$ cat src/rtl/uart_keyvalue_command_parser_unit_assert.svh
// ----------------------------------------------------------------------------
// Assertion macros for the key/value command parser.
// Concurrent checks, disabled while the active-high reset is asserted.
// ----------------------------------------------------------------------------
`ifndef UART_KEYVALUE_COMMAND_PARSER_UNIT_ASSERT_SVH
`define UART_KEYVALUE_COMMAND_PARSER_UNIT_ASSERT_SVH

// The consequence holds in the same cycle as the antecedent.
`define UKVCP_ASSERT_SAME(label, clk, rst, ante, cons, msg) \
   label: assert property (@(posedge clk) disable iff (rst) (ante) |-> (cons)) \
      else $error(msg);

// The consequence holds in the cycle after the antecedent.
`define UKVCP_ASSERT_NEXT(label, clk, rst, ante, cons, msg) \
   label: assert property (@(posedge clk) disable iff (rst) (ante) |=> (cons)) \
      else $error(msg);

`endif

$ cat src/rtl/ukvcp_pkg.sv
// ----------------------------------------------------------------------------
// ukvcp_pkg
// Types, constants and helpers shared by the key/value command parser.
// ----------------------------------------------------------------------------
package ukvcp_pkg;

   // Limits of the command and of a number run.
   localparam int MAX_LINE_CHARS   = 255;
   localparam int MAX_NUMBER_CHARS = 31;
   localparam int CHAR_CNT_W       = $clog2(MAX_LINE_CHARS + 1);
   localparam int NUM_CNT_W        = $clog2(MAX_NUMBER_CHARS + 1);
   localparam int MAX_FRAC_DIGITS  = 9;
   localparam int FRAC_DIG_W       = 4;

   // Field widths.
   localparam int IDLE_W   = 10;
   localparam int WIN_W    = 80;
   localparam int NUM_KEYS = 7;
   localparam int WHOLE_W  = 16;
   localparam int FRAC_W   = 30;
   localparam int DATA_W   = 32;
   localparam int TGT_W    = 2;

   // Fraction divider: stages and quotient bits per stage.
   localparam int DIV_STAGES = 4;
   localparam int DIV_BITS   = 4;
   localparam int QUO_W      = DIV_STAGES * DIV_BITS;

   localparam logic [IDLE_W-1:0] IDLE_LIMIT_RESET = 10'd50;

   // Item kinds.
   localparam logic KIND_BYTE = 1'b0;
   localparam logic KIND_TICK = 1'b1;

   // Result targets.
   localparam logic [TGT_W-1:0] TGT_SETPOINT = 2'd0;
   localparam logic [TGT_W-1:0] TGT_MIN      = 2'd1;
   localparam logic [TGT_W-1:0] TGT_MAX      = 2'd2;
   localparam logic [TGT_W-1:0] TGT_HEIGHT   = 2'd3;

   // Integer scan phases.
   localparam logic [1:0] IPH_BEFORE = 2'd0;
   localparam logic [1:0] IPH_DIGITS = 2'd1;
   localparam logic [1:0] IPH_DONE   = 2'd2;

   // Characters of interest.
   localparam logic [7:0] CH_NUL   = 8'h00;
   localparam logic [7:0] CH_LF    = 8'h0A;
   localparam logic [7:0] CH_CR    = 8'h0D;
   localparam logic [7:0] CH_COMMA = 8'h2C;
   localparam logic [7:0] CH_MINUS = 8'h2D;
   localparam logic [7:0] CH_POINT = 8'h2E;
   localparam logic [7:0] CH_ZERO  = 8'h30;
   localparam logic [7:0] CH_NINE  = 8'h39;

   // Keys, last character in the low byte.
   localparam logic [71:0] KEY_SETPOINT   = "Setpoint:";
   localparam logic [79:0] KEY_SETPOINT_M = "Setpointm:";
   localparam logic [79:0] KEY_SETPOINT_X = "SetpointM:";
   localparam logic [23:0] KEY_SP         = "SP:";
   localparam logic [23:0] KEY_SM         = "Sm:";
   localparam logic [23:0] KEY_SX         = "SM:";
   localparam logic [55:0] KEY_ALTURA     = "Altura:";

   // Scan state of the token being collected.
   typedef struct packed {
      logic [WIN_W-1:0]      window;
      logic [NUM_KEYS-1:0]   flags;
      logic [DATA_W-1:0]     int_acc;
      logic [1:0]            int_phase;
      logic [NUM_CNT_W-1:0]  int_digits;
      logic [WHOLE_W-1:0]    whole;
      logic [FRAC_W-1:0]     frac;
      logic [FRAC_DIG_W-1:0] frac_digits;
      logic                  started;
      logic                  done;
      logic                  neg;
      logic                  point;
      logic                  stopped;
      logic [NUM_CNT_W-1:0]  run_len;
   } token_type;

   // One result on its way through the fraction divider.
   typedef struct packed {
      logic [TGT_W-1:0]   target;
      logic [DATA_W-1:0]  int_val;
      logic [WHOLE_W-1:0] whole;
      logic [FRAC_W-1:0]  rem;
      logic [FRAC_W-1:0]  pow;
      logic [QUO_W-1:0]   quo;
      logic               neg;
   } pipe_type;

   // Ten to the power of the fraction digit count.
   function automatic logic [FRAC_W-1:0] pow10(input logic [FRAC_DIG_W-1:0] n);
      logic [FRAC_W-1:0] p;
      unique case (n)
         4'd0:    p = 30'd1;
         4'd1:    p = 30'd10;
         4'd2:    p = 30'd100;
         4'd3:    p = 30'd1000;
         4'd4:    p = 30'd10000;
         4'd5:    p = 30'd100000;
         4'd6:    p = 30'd1000000;
         4'd7:    p = 30'd10000000;
         4'd8:    p = 30'd100000000;
         4'd9:    p = 30'd1000000000;
         default: p = 30'd1;
      endcase
      return p;
   endfunction

endpackage

$ cat src/rtl/ukvcp_channels.sv
// ----------------------------------------------------------------------------
// Channel interfaces
// Valid/ready channels for requests, responses and the control register.
// ----------------------------------------------------------------------------

// Request channel: a received byte or a millisecond tick.
interface ukvcp_req_if import ukvcp_pkg::*; ();
   logic       valid;
   logic       ready;
   logic       kind;
   logic [7:0] byte_value;

   modport source (output valid, output kind, output byte_value, input ready);
   modport sink (input valid, input kind, input byte_value, output ready);
endinterface

// Response channel: one updated parameter.
interface ukvcp_rsp_if import ukvcp_pkg::*; ();
   logic                     valid;
   logic                     ready;
   logic [TGT_W-1:0]         target;
   logic [DATA_W-1:0]        int_value;
   logic signed [DATA_W-1:0] real_value;

   modport source (output valid, output target, output int_value, output real_value,
                   input ready);
   modport sink (input valid, input target, input int_value, input real_value,
                 output ready);
endinterface

// Control register write channel: the idle limit.
interface ukvcp_csr_if import ukvcp_pkg::*; ();
   logic              valid;
   logic              ready;
   logic [IDLE_W-1:0] data;

   modport source (output valid, output data, input ready);
   modport sink (input valid, input data, output ready);
endinterface

$ cat src/rtl/uart_keyvalue_command_parser_unit.sv
// ----------------------------------------------------------------------------
// uart_keyvalue_command_parser_unit
// Parses serial key/value commands into setpoint and Q16.16 parameter updates.
// ----------------------------------------------------------------------------
//
//   Channel   Direction  Payload                              Transaction
//   req_ch    in         kind, byte_value                     one byte or tick
//   rsp_ch    out        target, int_value, real_value        one update
//   csr_ch    in         data (idle limit, 10 bits)           one register write
//
// A request transaction is taken in every cycle unless the output stalls; the
// scan state updates in that same cycle. A result passes from the entry
// register through the four-stage fraction divider to the output register
// once its token ends. Reset is synchronous and clears the scan state, the
// valid bits and the idle limit (to 50). While the response register holds a
// result that is not taken, the whole pipeline and req_ch.ready hold.
//
`include "uart_keyvalue_command_parser_unit_assert.svh"

module uart_keyvalue_command_parser_unit import ukvcp_pkg::*; (
   input logic       clock,
   input logic       reset,
   ukvcp_req_if.sink req_ch,
   ukvcp_rsp_if.source rsp_ch,
   ukvcp_csr_if.sink csr_ch
);

   // Feeds one text character into the token scan.
   function automatic token_type feed_tok(input token_type t, input logic [7:0] c);
      token_type           r;
      logic                digit;
      logic [7:0]          dsub;
      logic [3:0]          d;
      logic [DATA_W+3:0]   iv;
      logic [WHOLE_W+3:0]  wv;
      logic [NUM_KEYS-1:0] hit;
      r     = t;
      digit = (c >= CH_ZERO) && (c <= CH_NINE);
      dsub  = c - CH_ZERO;
      d     = dsub[3:0];

      // Key search over the last characters.
      r.window = {t.window[WIN_W-9:0], c};
      hit[0]   = (r.window[71:0] == KEY_SETPOINT);
      hit[1]   = (r.window[79:0] == KEY_SETPOINT_M);
      hit[2]   = (r.window[79:0] == KEY_SETPOINT_X);
      hit[3]   = (r.window[23:0] == KEY_SP);
      hit[4]   = (r.window[23:0] == KEY_SM);
      hit[5]   = (r.window[23:0] == KEY_SX);
      hit[6]   = (r.window[55:0] == KEY_ALTURA);
      r.flags  = t.flags | hit;

      // First digit run as a saturated integer.
      if (t.int_phase != IPH_DONE) begin
         if (!digit) begin
            if (t.int_phase == IPH_DIGITS) begin
               r.int_phase = IPH_DONE;
            end
         end else begin
            r.int_phase  = IPH_DIGITS;
            iv           = ({4'b0, t.int_acc} << 3) + ({4'b0, t.int_acc} << 1)
                           + {{DATA_W{1'b0}}, d};
            r.int_acc    = (iv[DATA_W+3:DATA_W] != 4'b0) ? '1 : iv[DATA_W-1:0];
            r.int_digits = t.int_digits + 1'b1;
            if (r.int_digits >= NUM_CNT_W'(MAX_NUMBER_CHARS)) begin
               r.int_phase = IPH_DONE;
            end
         end
      end

      // First number run as whole and fraction parts.
      if (!t.done) begin
         if (!(digit || (c == CH_POINT) || ((c == CH_MINUS) && !t.started))) begin
            if (t.started) begin
               r.done = 1'b1;
            end
         end else begin
            r.started = 1'b1;
            r.run_len = t.run_len + 1'b1;
            if (!t.stopped) begin
               if (c == CH_MINUS) begin
                  r.neg = 1'b1;
               end else if (c == CH_POINT) begin
                  if (t.point) begin
                     r.stopped = 1'b1;
                  end else begin
                     r.point = 1'b1;
                  end
               end else if (!t.point) begin
                  wv      = ({4'b0, t.whole} << 3) + ({4'b0, t.whole} << 1)
                            + {{WHOLE_W{1'b0}}, d};
                  r.whole = (wv[WHOLE_W+3:WHOLE_W] != 4'b0) ? '1 : wv[WHOLE_W-1:0];
               end else if (t.frac_digits < FRAC_DIG_W'(MAX_FRAC_DIGITS)) begin
                  r.frac        = FRAC_W'({t.frac, 3'b0} + {2'b0, t.frac, 1'b0}
                                          + {{(FRAC_W-1){1'b0}}, d});
                  r.frac_digits = t.frac_digits + 1'b1;
               end
            end
            if (r.run_len >= NUM_CNT_W'(MAX_NUMBER_CHARS)) begin
               r.done = 1'b1;
            end
         end
      end
      return r;
   endfunction

   // Several quotient bits of the fraction division.
   function automatic pipe_type div_step(input pipe_type p);
      pipe_type          r;
      logic [FRAC_W:0]   r2;
      r = p;
      for (int i = 0; i < DIV_BITS; i++) begin
         r2 = {r.rem, 1'b0};
         if (r2 >= {1'b0, r.pow}) begin
            r.rem = FRAC_W'(r2 - {1'b0, r.pow});
            r.quo = {r.quo[QUO_W-2:0], 1'b1};
         end else begin
            r.rem = r2[FRAC_W-1:0];
            r.quo = {r.quo[QUO_W-2:0], 1'b0};
         end
      end
      return r;
   endfunction

   // Registers.
   logic [IDLE_W-1:0]     idle_limit_ff;
   logic [CHAR_CNT_W-1:0] char_count_ff, char_count_in;
   logic [IDLE_W-1:0]     idle_count_ff, idle_count_in;
   logic                  nul_seen_ff, nul_seen_in;
   token_type             tok_ff, tok_in;
   pipe_type              pipe_ff [0:DIV_STAGES];
   pipe_type              pipe_in [0:DIV_STAGES];
   logic [DIV_STAGES:0]   pv_ff;
   logic                  out_valid_ff;
   logic [TGT_W-1:0]      out_target_ff, out_target_in;
   logic [DATA_W-1:0]     out_int_ff;
   logic [DATA_W-1:0]     out_real_ff, out_real_in;

   logic                  adv;
   logic                  req_fire;
   logic                  csr_fire;
   logic                  finish_tok;
   logic                  cmd_end;
   logic                  emit;
   token_type             tok_src;
   logic [CHAR_CNT_W-1:0] char_inc;
   logic [TGT_W-1:0]      sel_target;

   // Handshakes: the pipeline moves unless a result waits at the output.
   assign adv          = !out_valid_ff || rsp_ch.ready;
   assign req_ch.ready = adv;
   assign req_fire     = req_ch.valid && adv;
   assign csr_ch.ready = 1'b1;
   assign csr_fire     = csr_ch.valid;
   assign char_inc     = char_count_ff + 1'b1;

   // Command and token bookkeeping for one transaction.
   always_comb begin
      char_count_in = char_count_ff;
      idle_count_in = idle_count_ff;
      nul_seen_in   = nul_seen_ff;
      tok_src       = tok_ff;
      finish_tok    = 1'b0;
      cmd_end       = 1'b0;
      if (req_fire) begin
         if (req_ch.kind == KIND_TICK) begin
            if (char_count_ff != '0) begin
               if (idle_count_ff >= idle_limit_ff) begin
                  cmd_end = 1'b1;
               end else begin
                  idle_count_in = idle_count_ff + 1'b1;
               end
            end
         end else begin
            idle_count_in = '0;
            if ((req_ch.byte_value == CH_CR) || (req_ch.byte_value == CH_LF)) begin
               if (char_count_ff != '0) begin
                  cmd_end = 1'b1;
               end
            end else begin
               char_count_in = char_inc;
               if (!nul_seen_ff) begin
                  if (req_ch.byte_value == CH_NUL) begin
                     nul_seen_in = 1'b1;
                  end else if (req_ch.byte_value == CH_COMMA) begin
                     finish_tok = 1'b1;
                  end else begin
                     tok_src = feed_tok(tok_ff, req_ch.byte_value);
                  end
               end
               if (char_inc >= CHAR_CNT_W'(MAX_LINE_CHARS)) begin
                  cmd_end = 1'b1;
               end
            end
         end
         if (cmd_end) begin
            finish_tok    = 1'b1;
            char_count_in = '0;
            idle_count_in = '0;
            nul_seen_in   = 1'b0;
         end
      end
      tok_in = finish_tok ? '0 : tok_src;
      emit   = finish_tok && (tok_src.flags != '0);
   end

   // The first key in priority order picks the target.
   always_comb begin
      priority if (tok_src.flags[0]) begin
         sel_target = TGT_SETPOINT;
      end else if (tok_src.flags[1]) begin
         sel_target = TGT_MIN;
      end else if (tok_src.flags[2]) begin
         sel_target = TGT_MAX;
      end else if (tok_src.flags[3]) begin
         sel_target = TGT_SETPOINT;
      end else if (tok_src.flags[4]) begin
         sel_target = TGT_MIN;
      end else if (tok_src.flags[5]) begin
         sel_target = TGT_MAX;
      end else begin
         sel_target = TGT_HEIGHT;
      end
   end

   // Entry into the divider, then its stages.
   always_comb begin
      pipe_in[0].target  = sel_target;
      pipe_in[0].quo     = '0;
      pipe_in[0].pow     = pow10(tok_src.frac_digits);
      if (sel_target == TGT_SETPOINT) begin
         pipe_in[0].int_val = tok_src.int_acc;
         pipe_in[0].whole   = '0;
         pipe_in[0].rem     = '0;
         pipe_in[0].neg     = 1'b0;
      end else begin
         pipe_in[0].int_val = '0;
         pipe_in[0].whole   = tok_src.whole;
         pipe_in[0].rem     = tok_src.frac;
         pipe_in[0].neg     = tok_src.neg;
      end
      for (int s = 1; s <= DIV_STAGES; s++) begin
         pipe_in[s] = div_step(pipe_ff[s-1]);
      end
   end

   // Rounding, sign and saturation into Q16.16.
   logic                  rnd;
   logic [QUO_W:0]        quo_r;
   logic [DATA_W:0]       mag;
   always_comb begin
      rnd           = {pipe_ff[DIV_STAGES].rem, 1'b0} >= {1'b0, pipe_ff[DIV_STAGES].pow};
      quo_r         = {1'b0, pipe_ff[DIV_STAGES].quo} + {{QUO_W{1'b0}}, rnd};
      mag           = {1'b0, pipe_ff[DIV_STAGES].whole, {(DATA_W-WHOLE_W){1'b0}}}
                      + {{(DATA_W-QUO_W){1'b0}}, quo_r};
      out_target_in = pipe_ff[DIV_STAGES].target;
      if (pipe_ff[DIV_STAGES].neg) begin
         if (mag >= {2'b01, {(DATA_W-1){1'b0}}}) begin
            out_real_in = {1'b1, {(DATA_W-1){1'b0}}};
         end else begin
            out_real_in = DATA_W'(0) - mag[DATA_W-1:0];
         end
      end else begin
         if (mag > {2'b00, {(DATA_W-1){1'b1}}}) begin
            out_real_in = {1'b0, {(DATA_W-1){1'b1}}};
         end else begin
            out_real_in = mag[DATA_W-1:0];
         end
      end
   end

   // Control register.
   always_ff @(posedge clock) begin
      if (reset) begin
         idle_limit_ff <= IDLE_LIMIT_RESET;
      end else if (csr_fire) begin
         idle_limit_ff <= csr_ch.data;
      end
   end

   // Scan state.
   always_ff @(posedge clock) begin
      if (reset) begin
         char_count_ff <= '0;
         idle_count_ff <= '0;
         nul_seen_ff   <= 1'b0;
         tok_ff        <= '0;
      end else begin
         char_count_ff <= char_count_in;
         idle_count_ff <= idle_count_in;
         nul_seen_ff   <= nul_seen_in;
         tok_ff        <= tok_in;
      end
   end

   // Pipeline valid bits.
   always_ff @(posedge clock) begin
      if (reset) begin
         pv_ff        <= '0;
         out_valid_ff <= 1'b0;
      end else if (adv) begin
         pv_ff        <= {pv_ff[DIV_STAGES-1:0], emit};
         out_valid_ff <= pv_ff[DIV_STAGES];
      end
   end

   // Pipeline payload.
   always_ff @(posedge clock) begin
      if (adv) begin
         for (int s = 0; s <= DIV_STAGES; s++) begin
            pipe_ff[s] <= pipe_in[s];
         end
         out_target_ff <= out_target_in;
         out_int_ff    <= pipe_ff[DIV_STAGES].int_val;
         out_real_ff   <= out_real_in;
      end
   end

   assign rsp_ch.valid      = out_valid_ff;
   assign rsp_ch.target     = out_target_ff;
   assign rsp_ch.int_value  = out_int_ff;
   assign rsp_ch.real_value = out_real_ff;

   // Checks.
   `UKVCP_ASSERT_SAME(a_stall_holds_input, clock, reset,
      out_valid_ff && !rsp_ch.ready, !req_ch.ready, "input taken during output stall")
   `UKVCP_ASSERT_SAME(a_line_limit, clock, reset,
      1'b1, char_count_ff < CHAR_CNT_W'(MAX_LINE_CHARS), "command longer than limit")
   `UKVCP_ASSERT_NEXT(a_comma_clears, clock, reset,
      req_fire && (req_ch.kind == KIND_BYTE) && (req_ch.byte_value == CH_COMMA)
      && !nul_seen_ff, tok_ff.flags == '0, "key flags survive a comma")

endmodule
$ cat src/flat_wrapper.sv
// flat-port wrapper written by rule: the top's interface ports become plain ports
module uart_keyvalue_command_parser_unit_flat import ukvcp_pkg::*;
  (clock, reset, req_ch_valid, req_ch_kind, req_ch_byte_value, req_ch_ready, rsp_ch_valid, rsp_ch_target, rsp_ch_int_value, rsp_ch_real_value, rsp_ch_ready, csr_ch_valid, csr_ch_data, csr_ch_ready);
  ukvcp_req_if req_ch_i ();
  ukvcp_rsp_if rsp_ch_i ();
  ukvcp_csr_if csr_ch_i ();
  input logic clock;
  input logic reset;
  input wire logic [$bits(req_ch_i.valid)-1:0] req_ch_valid;
  input wire logic [$bits(req_ch_i.kind)-1:0] req_ch_kind;
  input wire logic [$bits(req_ch_i.byte_value)-1:0] req_ch_byte_value;
  output wire logic [$bits(req_ch_i.ready)-1:0] req_ch_ready;
  output wire logic [$bits(rsp_ch_i.valid)-1:0] rsp_ch_valid;
  output wire logic [$bits(rsp_ch_i.target)-1:0] rsp_ch_target;
  output wire logic [$bits(rsp_ch_i.int_value)-1:0] rsp_ch_int_value;
  output wire logic [$bits(rsp_ch_i.real_value)-1:0] rsp_ch_real_value;
  input wire logic [$bits(rsp_ch_i.ready)-1:0] rsp_ch_ready;
  input wire logic [$bits(csr_ch_i.valid)-1:0] csr_ch_valid;
  input wire logic [$bits(csr_ch_i.data)-1:0] csr_ch_data;
  output wire logic [$bits(csr_ch_i.ready)-1:0] csr_ch_ready;
  assign req_ch_i.valid = req_ch_valid;
  assign req_ch_i.kind = req_ch_kind;
  assign req_ch_i.byte_value = req_ch_byte_value;
  assign req_ch_ready = req_ch_i.ready;
  assign rsp_ch_valid = rsp_ch_i.valid;
  assign rsp_ch_target = rsp_ch_i.target;
  assign rsp_ch_int_value = rsp_ch_i.int_value;
  assign rsp_ch_real_value = rsp_ch_i.real_value;
  assign rsp_ch_i.ready = rsp_ch_ready;
  assign csr_ch_i.valid = csr_ch_valid;
  assign csr_ch_i.data = csr_ch_data;
  assign csr_ch_ready = csr_ch_i.ready;
  uart_keyvalue_command_parser_unit u_core (.clock(clock), .reset(reset), .req_ch(req_ch_i), .rsp_ch(rsp_ch_i), .csr_ch(csr_ch_i));
endmodule
$ cat config.mk
export PLATFORM = sky130hd
export DESIGN_NAME = uart_keyvalue_command_parser_unit_flat
export DESIGN_NICKNAME = d
export VERILOG_FILES = /design/src/rtl/ukvcp_pkg.sv /design/src/rtl/ukvcp_channels.sv /design/src/rtl/uart_keyvalue_command_parser_unit.sv /design/src/flat_wrapper.sv
export VERILOG_INCLUDE_DIRS = /design/src /design/src/rtl
export SDC_FILE = /design/constraint.sdc
export NUM_CORES = 2
export LEC_CHECK = 0
export ABC_CLOCK_PERIOD_IN_PS = 44000
export CAP_MARGIN = 20
export CORE_UTILIZATION = 55
export DETAILED_ROUTE_END_ITERATION = 16
export DONT_BUFFER_PORTS = 1
export GPL_TIMING_DRIVEN = 0
export MAX_ROUTING_LAYER = met4
export PLACE_DENSITY_LB_ADDON = 0.15
export SYNTH_ARGS = -nofsm -noshare
export SYNTH_HDL_FRONTEND = slang
export SYNTH_SLANG_ARGS = --single-unit
$ cat constraint.sdc
create_clock -name clock -period 44 [get_ports clock]
set_clock_uncertainty 0.05 [all_clocks]
set_input_delay 11 -clock clock [delete_from_list [all_inputs] [get_ports clock]]
set_output_delay 11 -clock clock [all_outputs]
set_load 0.03 [all_outputs]
==> out/qor.tcl <==
set qor(grt_antenna_before_repair) 1
set qor(ioPinCount) 93
set qor(post-route-util) 0.603
set qor(drcViolationCount) 0
set qor(ys_async_sr_fraction) 0
set qor(via_count_of_the_first_global_routing_pass) 48400
set qor(worst_setup_path_end_kind) {output pin}
set qor(outcome) {finished, final reports clean}
set qor(gpl.final_weighted_congestion) 0.971
set qor(synthCells) 6748
set qor(synth-edff-count) 626
set qor(die_area_sq_mm) 0.116
set qor(tightestPinTransition_ps) 1180
set qor(post-dp-hpwl_mm) 132
set qor(critPathArrivalTime_ps) 12910
set qor(io_buffer_count) 0
set qor(start_kind) {primary input}
set qor(hold_viol) 0
set qor(max_slew_margin) 0.212
set qor(drtIter0Drc) 3865
set qor(initial_utilization) 0.557
set qor(fmaxAchievable_mhz) 41.7
set qor(postRouteWirelength_mm) 168
set qor(worstPathMaxFanout) 110
set qor(pins_over_slew_limit) 0
set qor(drive_above_1_share) 0.0760
set qor(tritoncts) {yes}
set qor(filler_cell_count) 9924
set qor(overall_fraction_of_global_route_tracks_in_use) 0.291
set qor(area_growth_pct) 8.16
set qor(die_x_um) 340
set qor(yosys.cell_count.top_type) {ha_1}
set qor(path_cells) {nor2b_1, inv_8, buf_16, buf_16}
set qor(ws_path_type) {primary input to output pin}
set qor(synthTopCellsByArea) {edfxtp_1 30%, ha_1 13%, dfxtp_1 6.8%}
set qor(setup_total_negative_slack_ps) 0
set qor(clock_path_buffers) 3
set qor(clk-insertion-delay-late_ps) 690
set qor(clk_pin_slew_worst_paths_ps) 60
set qor(grt_start_max_net_pins) 131
set qor(drt_pre_antenna_iters) 6
set qor(cp_data_required_time_ps) 32950
set qor(cts_hold_buffers) 0
set qor(post_synth_most_frequent_cells) {674 x ha_1, 626 x edfxtp_1, 624 x a21oi_1}
set qor(crit_top_cell) {buf_16}
set qor(yosys_warnings) 0
set qor(route.antenna.remaining_nets) 0
set qor(ys.flop_type) {edfxtp_1}
set qor(syn_area_sq_mm) 0.0630
set qor(drt-wirelength-per-cell_um) 19.9
set qor(grt_first_pass_wirelength_mm) 263
set qor(grt_overflow_total) 0
set qor(timing.max_cap.violations) 0
set qor(dpl.cell_count) 8255
set qor(setup_repair_after_global_routing_missed_its_margin) {false}
set qor(htreeDepth) 3
set qor(slowest_stage) {nor2b_1}
set qor(root_buffer) {clkbuf_16}
set qor(max_stage_delay_ps) 600
set qor(numClockSinks) 839
set qor(dr_total_vias) 51100
set qor(min_period_over_period) 0.544
set qor(layout.nets) 7554
set qor(cell_taking_the_most_area_after_synthesis) {edfxtp_1}
set qor(rows) 123
set qor(min-delay-path-class) {flop to flop}
set qor(coreArea_sq_mm) 0.113
set qor(avgViaCountPerCell) 6.07
set qor(postSynthRegisterBits) 839
set qor(final-setup-viol-count) 0
set qor(synth.net_count) 7456
set qor(die_y_um) 340
set qor(tritoncts.num_buffers) 88
set qor(finalWorstPathRequiredPeriod_ps) 23960
set qor(synth_largest_type_area_fraction) 0.299
set qor(syn-mean-instance-area_sq_um) 9.33
set qor(final_cells) 8421
set qor(yosysSeqAreaShare) 0.366
set qor(ys_types) 105
set qor(cts.repair_timing.setup_buffer_count) 0
set qor(post_cts.resized_instances) 0
## stage by stage
stage / setup WS (ps) / cell area [sq um] / hold WS (ps)
after CTS: 20060 / 68100 / 342
after detailed placement: 20060 / 65000 / 355
final: 20040 / 68100 / 351
after global placement: 5520 / 64800 / 352
after floorplan: 9570 / 63000 / 350
after global routing: 19960 / 68100 / 355
## state kept, by name, summed over array words and instances (netlist names)
name / cells
u_core.rsp_ch.int_value: 32
u_core.pv_ff: 5
u_core.tok_ff: 178
u_core.rsp_ch.valid: 1
u_core.idle_count_ff: 10
u_core.char_count_ff: 8
u_core.nul_seen_ff: 1
u_core.rsp_ch.target: 2
u_core.idle_limit_ff: 10
u_core.rsp_ch.real_value: 32
u_core.pipe_ff: 560
## layout by cell type (no fill, tap or decap), drive strengths merged, types with 18 or more instances in the layout
master,n
o21bai,84
edfxtp,626
a211oi,81
and2,39
o221ai,22
o21ai,410
nand2b,98
xnor2,313
o22ai,31
inv,315
clkbuf,238
nor3,162
nor4,27
a21oi,628
a31oi,45
o211ai,35
o31ai,32
ha,674
a21o,256
a31o,27
o31a,18
mux2,231
clkinv,22
or3,32
a21boi,25
and3,50
a22oi,23
nand2,585
nand4,103
o21a,97
nor2,599
buf,70
xor2,195
dfxtp,213
nor2b,77
or2,27
nand3,129
mux2i,42
## worst paths after layout
path / from / endpoint / slack (ps) / cells after the start
max reg2reg: u_core.pipe_ff[0][427] / u_core.pipe_ff[0][576] / 26990 / 52
min: u_core.pipe_ff[0][384] / u_core.pipe_ff[0][515] / 350 / 0
min reg2reg: u_core.pipe_ff[0][384] / u_core.pipe_ff[0][515] / 350 / 0
max: rsp_ch_ready / req_ch_ready / 20040 / 4
## routing by layer
metal	share of wire	track usage	up-vias
met5	0	-	-
met4	0.036	0.105	0
met3	0.051	0.0295	271
met2	0.46	0.469	1303
met1	0.45	0.379	24300
li1	-	-	25200
## logic make-up after synthesis
logic type	after synthesis	synth area share
AO/OA/AOI/OAI	1950	0.197
XOR/XNOR	508	0.0707
adder cells (fa/ha/maj)	684	0.137
buffers and inverters	486	0.0307
flip-flops	839	0.366
multiplexers	273	0.0483
other	1	0.0000596
AND/OR/NAND/NOR	2007	0.150
## critical path, delay by kind of cell
kind | cells | cell delay, ps
buffers and inverters | 3 | 1050
AND/OR/NAND/NOR | 1 | 600
## layout make-up
class | instances | area, sq um | area share
flip-flops and latches | 839 | 23100 | 0.339
plain buffers | 177 | 772 | 0.0113
clock buffers | 123 | 2530 | 0.0371
clock inverters | 40 | 552 | 0.00810
inverters | 309 | 1170 | 0.0171
repair buffers | 8 | 169 | 0.00248
diodes | 2 | 5.00 | 0.0000735
well taps | 1500 | 1880 | 0.0276
multi-input cells | 5423 | 38000 | 0.558
Power is not shown: default switching activity piles up to over one toggle a cycle in this logic, so the estimate is an artifact.
